--- src/design/fpfc_pkg.sv ---
// Shared types and constants for the framebuffer to panel format converter.
// Used by the lane, address unit, top level and the checker; no dependencies.
`timescale 1ns / 1ps
`default_nettype none

package fpfc_pkg;

  // Panel geometry
  localparam int MONO_COLUMNS = 132;
  localparam int MONO_PAGES   = 8;
  localparam int GRAY_SIDE    = 64;
  localparam int MAX_WIDTH    = 1024;

  // Field widths
  localparam int PIX_W   = 8;
  localparam int IDX_W   = 10;
  localparam int DIM_W   = 11;
  localparam int DATA_W  = 32;
  localparam int ADDR_W  = 20;
  localparam int CFG_W   = 11;
  localparam int LANES   = 8;
  // address math keeps one extra bit for the mode 3 halving
  localparam int SUM_W   = ADDR_W + 1;

  localparam logic [PIX_W-1:0]  MONO_THRESHOLD = 8'd108;
  localparam logic [DATA_W-1:0] RGB_KEEP_MASK  = 32'hE007E007;
  localparam logic [DATA_W-1:0] RGB_RED_MASK   = 32'h1F001F00;
  localparam logic [DATA_W-1:0] RGB_BLUE_MASK  = 32'h00F800F8;

  typedef enum logic [1:0] {
    MODE_MONO  = 2'd0,
    MODE_GRAY4 = 2'd1,
    MODE_GRAY8 = 2'd2,
    MODE_RGB   = 2'd3
  } mode_t;

  typedef enum logic [2:0] {
    CFG_MODE   = 3'd0,
    CFG_FLIP   = 3'd1,
    CFG_INVERT = 3'd2,
    CFG_WIDTH  = 3'd3,
    CFG_HEIGHT = 3'd4
  } cfg_idx_t;

  typedef struct packed {
    logic [PIX_W-1:0] pix0;
    logic [PIX_W-1:0] pix1;
    logic [PIX_W-1:0] pix2;
    logic [PIX_W-1:0] pix3;
    logic [PIX_W-1:0] pix4;
    logic [PIX_W-1:0] pix5;
    logic [PIX_W-1:0] pix6;
    logic [PIX_W-1:0] pix7;
    logic [IDX_W-1:0] column;
    logic [IDX_W-1:0] row;
  } in_item_t;

  typedef struct packed {
    logic [DATA_W-1:0] data;
    logic [ADDR_W-1:0] address;
  } out_item_t;

  // Settings the address unit needs, grouped
  typedef struct packed {
    mode_t            mode;
    logic             flip;
    logic [DIM_W-1:0] width;
    logic [DIM_W-1:0] height;
  } addr_cfg_t;

endpackage

`default_nettype wire

--- src/design/fpfc_lane.sv ---
// One pixel lane: threshold compare for mono page packing, with inversion.
// Depends on fpfc_pkg.
`timescale 1ns / 1ps
`default_nettype none

module fpfc_lane (
  input  wire logic [fpfc_pkg::PIX_W-1:0] pix,
  input  wire logic                       inv_bit,
  output logic                            mono_bit
);
  import fpfc_pkg::*;

  // lit when at or above threshold, then flipped by the invert mask bit
  assign mono_bit = (pix >= MONO_THRESHOLD) ^ inv_bit;

endmodule

`default_nettype wire

--- src/design/fpfc_addr.sv ---
// Destination address unit: row * stride + column, with optional mirroring.
// Depends on fpfc_pkg.
`timescale 1ns / 1ps
`default_nettype none

module fpfc_addr (
  input  wire fpfc_pkg::addr_cfg_t        cfg,
  input  wire logic [fpfc_pkg::IDX_W-1:0] row,
  input  wire logic [fpfc_pkg::IDX_W-1:0] column,
  output logic [fpfc_pkg::ADDR_W-1:0]     address
);
  import fpfc_pkg::*;

  logic [SUM_W-1:0] row_term;
  logic [SUM_W-1:0] stride;
  logic [SUM_W-1:0] col_term;
  logic [SUM_W-1:0] row_ext;
  logic [SUM_W-1:0] col_ext;
  logic [SUM_W-1:0] prod;
  logic [SUM_W-1:0] sum;

  assign row_ext = SUM_W'(row);
  assign col_ext = SUM_W'(column);

  // Pick factors per mode; mirrored terms wrap modulo the sum width
  always_comb begin
    row_term = row_ext;
    stride   = SUM_W'(cfg.width);
    col_term = col_ext;
    case (cfg.mode)
      MODE_MONO: begin
        stride = SUM_W'(MONO_COLUMNS);
        if (cfg.flip) begin
          row_term = SUM_W'(MONO_PAGES - 1) - row_ext;
          col_term = SUM_W'(MONO_COLUMNS - 1) - col_ext;
        end
      end
      MODE_GRAY4: begin
        stride = SUM_W'(GRAY_SIDE);
        if (cfg.flip) begin
          row_term = SUM_W'(GRAY_SIDE - 1) - row_ext;
          col_term = SUM_W'(GRAY_SIDE - 1) - col_ext;
        end
      end
      MODE_GRAY8: begin
        if (cfg.flip) begin
          row_term = SUM_W'(cfg.height) - SUM_W'(1) - row_ext;
          col_term = SUM_W'(cfg.width) - SUM_W'(1) - col_ext;
        end
      end
      MODE_RGB: begin
        col_term = {col_ext[SUM_W-2:0], 1'b0};
      end
      default: begin
        row_term = row_ext;
      end
    endcase
  end

  assign prod = row_term * stride;
  assign sum  = prod + col_term;

  // mode 3 gives a word index: pixel offset halved
  assign address = (cfg.mode == MODE_RGB) ? sum[SUM_W-1:1] : sum[ADDR_W-1:0];

endmodule

`default_nettype wire

--- src/design/framebuffer_to_panel_format_converter.sv ---
// Each input transfer passes through the compute stage, then the output
// register, to reach out_item. Throughput: one item per cycle while out_stall
// is low; eight pixel lanes run side by side and the address multiply-add
// settles within the compute stage. Input stalls only while both stages are
// full and the output is stalled. Reset (rst_n low, synchronous) empties the
// pipeline and sets mode 0, no flip, no invert, width 400, height 240.
`timescale 1ns / 1ps
`default_nettype none

module framebuffer_to_panel_format_converter (
  input  wire logic                       clk,
  input  wire logic                       rst_n,
  input  wire logic                       cfg_we,
  input  wire logic [2:0]                 cfg_index,
  input  wire logic [fpfc_pkg::CFG_W-1:0] cfg_wdata,
  input  wire logic                       in_valid,
  output logic                            in_stall,
  input  wire fpfc_pkg::in_item_t         in_item,
  output logic                            out_valid,
  input  wire logic                       out_stall,
  output fpfc_pkg::out_item_t             out_item
);
  import fpfc_pkg::*;

  // Configuration registers
  mode_t            mode_r;
  logic             flip_r;
  logic [7:0]       invert_r;
  logic [DIM_W-1:0] width_r;
  logic [DIM_W-1:0] height_r;

  always_ff @(posedge clk) begin
    if (!rst_n) begin
      mode_r   <= MODE_MONO;
      flip_r   <= 1'b0;
      invert_r <= 8'd0;
      width_r  <= DIM_W'(400);
      height_r <= DIM_W'(240);
    end else if (cfg_we) begin
      case (cfg_idx_t'(cfg_index))
        CFG_MODE:   mode_r   <= mode_t'(cfg_wdata[1:0]);
        CFG_FLIP:   flip_r   <= cfg_wdata[0];
        CFG_INVERT: invert_r <= cfg_wdata[7:0];
        CFG_WIDTH:  width_r  <= cfg_wdata[DIM_W-1:0];
        CFG_HEIGHT: height_r <= cfg_wdata[DIM_W-1:0];
        default:    ;
      endcase
    end
  end

  // Clamp frame dimensions to 1..MAX_WIDTH
  logic [DIM_W-1:0] width_sat;
  logic [DIM_W-1:0] height_sat;

  always_comb begin
    width_sat = width_r;
    if (width_r == '0) width_sat = DIM_W'(1);
    else if (width_r > DIM_W'(MAX_WIDTH)) width_sat = DIM_W'(MAX_WIDTH);
    height_sat = height_r;
    if (height_r == '0) height_sat = DIM_W'(1);
    else if (height_r > DIM_W'(MAX_WIDTH)) height_sat = DIM_W'(MAX_WIDTH);
  end

  // Pixel lanes
  logic [PIX_W-1:0] pix_a [LANES];
  logic [LANES-1:0] mono_bits;

  assign pix_a[0] = in_item.pix0;
  assign pix_a[1] = in_item.pix1;
  assign pix_a[2] = in_item.pix2;
  assign pix_a[3] = in_item.pix3;
  assign pix_a[4] = in_item.pix4;
  assign pix_a[5] = in_item.pix5;
  assign pix_a[6] = in_item.pix6;
  assign pix_a[7] = in_item.pix7;

  for (genvar g = 0; g < LANES; g++) begin : g_lane
    fpfc_lane u_lane (
      .pix      (pix_a[g]),
      .inv_bit  (invert_r[g]),
      .mono_bit (mono_bits[g])
    );
  end

  // Address unit
  addr_cfg_t         addr_cfg;
  logic [ADDR_W-1:0] addr_c;

  assign addr_cfg = '{mode: mode_r, flip: flip_r, width: width_sat, height: height_sat};

  fpfc_addr u_addr (
    .cfg     (addr_cfg),
    .row     (in_item.row),
    .column  (in_item.column),
    .address (addr_c)
  );

  // Merge lane results into the panel data word
  logic [7:0]        mono_rev;
  logic [7:0]        gray4;
  logic [DATA_W-1:0] rgb_word;
  logic [DATA_W-1:0] data_c;

  always_comb begin
    for (int i = 0; i < LANES; i++) begin
      mono_rev[i] = mono_bits[LANES-1-i];
    end
    gray4 = {in_item.pix0[7:4], in_item.pix1[7:4]};
    if (invert_r != 8'd0) gray4 = ~gray4;
    rgb_word = {in_item.pix3, in_item.pix2, in_item.pix1, in_item.pix0};
    case (mode_r)
      MODE_MONO:  data_c = {24'd0, flip_r ? mono_rev : mono_bits};
      MODE_GRAY4: data_c = {24'd0, flip_r ? {gray4[3:0], gray4[7:4]} : gray4};
      MODE_GRAY8: data_c = {24'd0, in_item.pix0 ^ invert_r};
      MODE_RGB:   data_c = (rgb_word & RGB_KEEP_MASK)
                         | ((rgb_word & RGB_RED_MASK) >> 5)
                         | ((rgb_word & RGB_BLUE_MASK) << 5);
      default:    data_c = '0;
    endcase
  end

  // Two-stage pipeline: compute stage then output register
  logic      s1_valid_r;
  out_item_t s1_item_r;
  logic      out_valid_r;
  out_item_t out_item_r;
  logic      s2_ready;
  logic      s1_ready;

  assign s2_ready = !out_valid_r || !out_stall;
  assign s1_ready = !s1_valid_r || s2_ready;
  assign in_stall = !s1_ready;

  always_ff @(posedge clk) begin
    if (!rst_n) begin
      s1_valid_r  <= 1'b0;
      out_valid_r <= 1'b0;
    end else begin
      if (s1_ready) s1_valid_r <= in_valid;
      if (s2_ready) out_valid_r <= s1_valid_r;
    end
  end

  always_ff @(posedge clk) begin
    if (s1_ready && in_valid) begin
      s1_item_r.data    <= data_c;
      s1_item_r.address <= addr_c;
    end
    if (s2_ready && s1_valid_r) out_item_r <= s1_item_r;
  end

  assign out_valid = out_valid_r;
  assign out_item  = out_item_r;

endmodule

`default_nettype wire

--- config.mk ---
export PLATFORM = sky130hd
export DESIGN_NAME = framebuffer_to_panel_format_converter
export DESIGN_NICKNAME = d
export VERILOG_FILES = /design/src/design/fpfc_pkg.sv /design/src/design/fpfc_lane.sv /design/src/design/fpfc_addr.sv /design/src/design/framebuffer_to_panel_format_converter.sv
export SDC_FILE = /design/constraint.sdc
export NUM_CORES = 1
export LEC_CHECK = 0
export ABC_AREA = 1
export BUFFER_PORTS_ARGS = -buffer_cell sky130_fd_sc_hd__buf_2
export CAP_MARGIN = 20
export CORE_ASPECT_RATIO = 0.5
export CORE_MARGIN = 5
export CORE_UTILIZATION = 50
export DETAILED_ROUTE_END_ITERATION = 8
export PLACE_DENSITY = 0.7
export SLEW_MARGIN = 25
export SYNTH_ARGS = -nofsm -noshare
export SYNTH_HDL_FRONTEND = slang
export SYNTH_SLANG_ARGS = --single-unit
--- constraint.sdc ---
create_clock -name clk -period 17.3 [get_ports clk]
set_input_delay 2.595 -clock clk [delete_from_list [all_inputs] [get_ports clk]]
set_output_delay 2.595 -clock clk [all_outputs]
set_load 0.01 [all_outputs]
==> results of run 1 <==
## per-layer routing
metal / up-vias / share of wire [%]
met1: 5269 / 47
met2: 384 / 43
li1: 5471 / -
met5: - / 0
met4: 0 / 1.6
met3: 41 / 7.4
## area by class of cell
class                           instances  area [um2]
Timing Repair Buffer                  159         823
Clock buffer                           20         478
Clock inverter                         12         124
Multi-Input combinational cell       1116        8200
Tap cell                              352         440
Inverter                              333        1250
Antenna cell                            2        5.00
Fill cell                            2406       11300
Sequential cell                       139        3820
## placed cells by master (no fill, tap or decap), drive strengths merged, types with 6 or more instances in the layout
master	synthesis	layout
xnor2	24	24
buf	12	159
ha	66	66
inv	330	338
fa	141	141
xor2	40	40
nor2	141	141
nand4	8	8
or2	6	6
clkinv	3	6
o21ai	109	109
edfxtp	104	104
o21bai	6	6
nand3b	6	6
a221oi	10	10
clkbuf	28	20
nor3	14	14
a21o	6	6
dfxtp	35	35
nand3	59	59
nand2	332	332
a21oi	92	92
a31oi	9	9
## worst max-delay path, delay by kind of cell
| kind | cells | cell delay, ns |
|---|---|---|
| buffers and inverters | 5 | 0.65 |
| xor gates and xnor gates | 1 | 0.10 |
| AOI/OAI and AO/OA | 8 | 1.61 |
| adders and majority gates | 8 | 3.59 |
| and+or+nand+nor | 10 | 1.39 |
## final timing paths
path / cells after the start / end
setup / recovery: 32 / s1_item_r[19]
hold / removal: 0 / out_item[3]
setup reg to reg: 39 / s1_item_r[19]
hold reg to reg: 0 / out_item[3]
## kinds of logic (layout without fill, tap and decap cells)
kind of cell               after synthesis  count (layout)  share of synthesized area (%)
and+or+nand+nor                        572             572                           17.7
DFF                                    139             139                           28.5
AOI/OAI and AO/OA                      272             272                           11.8
buffers and inverters                  373             524                           10.7
other                                    0               2                              0
xor gates and xnor gates                64              64                           4.17
adders and majority gates              207             207                           27.2
muxes                                    1               1                         0.0745
## through the flow
step	hold WS [ns]	power, uW
after floorplan	0.400	780
after global placement	0.400	883
after detailed placement	0.405	891
after CTS	0.412	1260
after global routing	0.422	1350
final	0.412	1260
## sequential cells by signal, indices dropped and copies added, names as in the netlist
register	flops
out_item	52
s1_item_r	52
height_r	11
width_r	11
invert_r	8
mode_r	2
flip_r	1
out_valid	1
s1_valid_r	1
## where the power goes
group / total, uW / internal (uW) / switching [uW]
logic: 465 / 175 / 290
registers: 426 / 414 / 12.0
clock network: 365 / 218 / 147
==> results.tsv, run 1 <==
stage	metric	value	unit
status	status	completed	
clock_network	Hold Buf Count CTS	0	
placement	routability cong.	0.909	
layout	utilization after layout	57.3	%
clock_network	H-tree depth	4	
pwr	VDD IR max	57.1	uV
flow_run	maxcap violations	0	
synthesis	cell count after synthesis	1628	
synthesis	Yosys top cell area share	23.3	%
global_route	Congestion Overflow GR	0	
global_route	Tot GR Track Use	22.4	%
critical_path	CP max FO	8	
placement	Post-DP HPWL	25.9	mm
hold_path	Hold Startpoint	s1_item_r[3]	
layout	Post-Layout Cell Count	2133	
critical_path	start point of the critical path	in_item[0]	
synthesis	Seq/Total Area, Yosys	28.5	%
global_route	routing usage on met2	35.0	%
floorplan	Die Y	126	um
placement	dpl cells	2099	
route	drt via density	5.23	
clock_network	post-CTS resize count	0	
synthesis	EDFF count, synth	104	
synthesis	asr flop ratio synth	0	%
synthesis	Area contributors post-synth	edfxtp_1 23%, fa_1 21%, nand2_1 9.1%	
global_route	largest net degree at the start of global routing	63	
route	DRC Markers	0	
route	WL final	32.9	mm
pwr	P_leak	0.00722	uW
sta	Rel. slew slack	34.2	%
global_route	number of global-route vias before repair	11068	
floorplan	number of I/O pins	157	
global_route	met3 usage in global routing	3.83	%
clock_network	CTS clk-pin slew, worst paths	0.06	ns
placement	Port Buf Inserts	148	
clock_network	Clk Latency, worst-skew pair	0.43	ns
global_route	GR peak layer	met2	
synthesis	Ys Warns	0	
layout	Final nets	2076	
clock_network	post-CTS setup buffers	0	
critical_path	Startpoint Class	input pin	
route	TritonRoute pass-1 iters	5	
floorplan	area of the core	0.0264	mm2
global_route	initial antenna violation count	2	
sta	RSZ-0062 raised after global routing	no	
floorplan	Starting Density	50.8	%
synthesis	Mapped Nets	1938	
floorplan	Die ar.	0.0304	mm2
sta	Setup Skew	0.0191	ns
clock_network	CTS root buf	clkbuf_16	
global_route	first-pass GRT wire length	55.8	mm
critical_path	critical path required time	17.48	ns
route	DR vias	11165	
sta	period utilization	56.4	%
sta	Least-Margin Pin Slew	0.981	ns
critical_path	max incr delay on CP	0.54	ns
sta	setup ws final	7.54	ns
synthesis	Main synth FF type	edfxtp_1	
critical_path	Reg2Reg Setup Slack	8.34	ns
floorplan	Cell Rows	42	
hold_path	worst hold path type	reg2reg	
synthesis	register bit count reported by yosys	139	
sta	Final Hold Vio Count	0	
synthesis	Unique masters post-synth	62	
synthesis	Post-synth top cells	327 x nand2_1, 322 x inv_1, 141 x fa_1	
placement	Placed Area	0.0145	mm2
critical_path	slowest cell on the critical path	fa_1	
pwr	PD cells	82.9	mW/mm2
sta	FMAX	102	MHz
route	DR WL/cell	15.4	um
layout	final instance area	0.0151	mm2
critical_path	reg2reg start	height_r[2]	
clock_network	CTS tree	yes	
layout	share of cells above drive strength 1	12.7	%
synthesis	top-count cell post-synth	nand2_1	
synthesis	Syn Std Cell Area	0.0134	mm2
synthesis	synthesized area per cell	8.25	um2
route	Detail Route Antenna Nets	0	
floorplan	die extent in x	242	um
critical_path	critical path class	in2reg	
clock_network	CTS buffer count	17	
critical_path	crit path DAT	9.93	ns
synthesis	cell accounting for the most synthesized area	edfxtp_1	
placement	pre-CTS setup slack	7.17	ns
clock_network	TritonCTS Sinks	139	
layout	area grow syn2layout	12.8	%
sta	clock period minus final worst setup slack	9.76	ns
sta	Final setup viols	0	
clock_network	clk buf depth	2	
global_route	met1 usage	32.9	%
sta	Slew Limit Fails	0	
critical_path	critical path's most frequent cell	fa_1	
route	initial DRC count	1036	
critical_path	critical path endpoint category	flop	
sta	Sum Neg Setup Slack	0	ns
Note: power is estimated with default switching activity, not from simulation.
==> run 2: changes to the inputs <==
PLACE_DENSITY = 0.73   (was 0.7)
clock period = 8.55 ns   (was 17.3 ns; I/O delays follow)
==> results.tsv, run 2 (synthesis results as in run 1) <==
stage	metric	value	unit
flow_run	maxcap violations	0	
pwr	internal power	1710	uW
placement	Port Buf Inserts	148	
sta	period utilization	94.2	%
clock_network	CTS buffer count	17	
clock_network	H-tree depth	4	
pwr	Sw Ratio	35.7	%
pwr	clock power share	28.6	%
clock_network	TritonCTS Sinks	139	
sta	FMAX	124	MHz
sta	Final setup viols	0	
placement	pre-CTS setup slack	0.234	ns
critical_path	RR Endpoint	s1_item_r[19]	
layout	commonest non-fill, non-tap cell in the layout	nand2_1	
critical_path	critical path's most frequent cell	nand2_1	
clock_network	CTS root buf	clkbuf_16	
layout	Reg area	0.00383	mm2
route	DR WL/cell	15.6	um
floorplan	Die ar.	0.0304	mm2
clock_network	CTS clk-pin slew, worst paths	0.07	ns
sta	Least-Margin Pin Slew	0.950	ns
sta	Slew Limit Fails	0	
route	DRC Markers	0	
clock_network	Hold Buf Count CTS	0	
critical_path	crit path DAT	8.24	ns
critical_path	slowest cell on the critical path	fa_1	
placement	Post-DP HPWL	26.7	mm
placement	Placed Area	0.0148	mm2
clock_network	clk buf depth	2	
critical_path	reg2reg start	height_r[6]	
pwr	Seq pwr share	32.3	%
pwr	VDD IR max	121	uV
critical_path	crit path capture	s1_item_r[19]	
global_route	Tot GR Track Use	22.5	%
layout	commonest non-fill, non-tap cells in the layout	324 x nand2_1, 320 x inv_1, 148 x buf_2	
placement	routability cong.	0.911	
sta	Setup Skew	0.0139	ns
critical_path	critical path endpoint category	flop	
layout	Final nets	2126	
global_route	Congestion Overflow GR	0	
pwr	P_leak	0.00750	uW
route	drt via density	5.27	
status	status	completed	
pwr	PD cells	170	mW/mm2
route	Detail Route Antenna Nets	0	
critical_path	critical path class	reg2reg	
sta	Final Hold Vio Count	0	
route	initial DRC count	960	
global_route	first-pass GRT wire length	55.8	mm
sta	setup ws final	0.498	ns
floorplan	Cell Rows	42	
route	DR vias	11491	
pwr	Gate power share	39.1	%
sta	clock period minus final worst setup slack	8.05	ns
critical_path	r2r worst-path depth	44	
layout	share of cells above drive strength 1	16.2	%
floorplan	Starting Density	50.8	%
layout	area grow syn2layout	16.7	%
critical_path	Reg2Reg Setup Slack	0.50	ns
layout	final instance area	0.0157	mm2
floorplan	Die Y	126	um
hold_path	worst hold path type	reg2reg	
critical_path	critical path required time	8.74	ns
clock_network	Clk Latency, worst-skew pair	0.43	ns
critical_path	start point of the critical path	height_r[6]	
clock_network	CTS tree	yes	
layout	area of the multi-input gates	0.00835	mm2
floorplan	number of I/O pins	157	
route	TritonRoute pass-1 iters	6	
floorplan	die extent in x	242	um
sta	hold_ws	0.417	ns
floorplan	area of the core	0.0264	mm2
critical_path	CP max FO	5	
global_route	largest net degree at the start of global routing	56	
sta	Rel. slew slack	36.7	%
global_route	number of global-route vias before repair	10928	
critical_path	Startpoint Class	flop	
pwr	Sw Pwr	954	uW
critical_path	max incr delay on CP	0.54	ns
route	WL final	34.0	mm
global_route	initial antenna violation count	1	
layout	fillers	2307	
## run 2: changes by cell type in the layout (fill, tap and decap cells not counted), sizes merged
cell / delta
buf: +48
clkbuf: -1
clkinv: -1
diode: -1
inv: +2
nand2: +2
## run 2: layer usage
| layer | vias up | track usage, % | share of wire [%] |
|---|---|---|---|
| met3 | 36 | 4.68 | 8.3 |
| met5 | - | 0 | 0 |
| met1 | 5474 | 32.4 | 45 |
| met2 | 402 | 35.7 | 45 |
| met4 | 0 | 5.10 | 1.5 |
| li1 | 5579 | - | - |
## run 2: timing repair
action	in CTS	in global routing
setup endpoints to repair	0	6
setup buffers	0	6
resized for setup	0	33
## run 2: area by class of cell
class	count	area share (%)
multi-input cells	1118	53.3
flip-flops and latches	139	24.4
inverters	333	7.97
repair buffers	207	7.55
clock buffers	19	3.03
well taps	352	2.81
clock inverters	13	0.918
diodes	1	0.0160
## run 2: power by group through the flow
stage,combinational (uW),clock [uW],sequential (uW)
2_1_floorplan,699,0,879
3_3_place_gp,981,0,872
3_5_place_dp,999,0,876
4_1_cts,1020,775,862
5_1_grt,1190,807,870
6_report,1040,762,862
## run 2: through the flow
stage	cells	setup TNS [ns]	total power [uW]	utilization (%)
finish	2182	0	2670	59.3
global route	2182	-0.0605	2870	59.3
CTS	2173	0	2650	58.5
detailed placement	2141	0	1880	56.2
global placement	2141	0	1850	56.2
floorplan	1628	0	1580	-
## run 2: worst min path at each step
| stage | startpoint | slack (ns) | to | depth (start not counted) |
|---|---|---|---|---|
| final | s1_item_r[35] | 0.42 | out_item[35] | 0 |
| after global routing | s1_item_r[33] | 0.42 | out_item[33] | 0 |
| after CTS | s1_item_r[40] | 0.42 | out_item[40] | 0 |
| after detailed placement | s1_item_r[25] | 0.40 | out_item[25] | 0 |
| after global placement | s1_item_r[40] | 0.40 | out_item[40] | 0 |
| after floorplan | s1_item_r[0] | 0.40 | out_item[0] | 0 |
## run 2: worst max-delay path: cells and delay by family, from the launching register on
| family | cells | cell delay, ns |
|---|---|---|
| AO/OA/AOI/OAI | 6 | 0.92 |
| XOR/XNOR | 1 | 0.15 |
| adder cells (fa/ha/maj) | 8 | 3.34 |
| buffers and inverters | 8 | 0.63 |
| flip-flops | 1 | 0.35 |
| AND/OR/NAND/NOR | 21 | 2.37 |
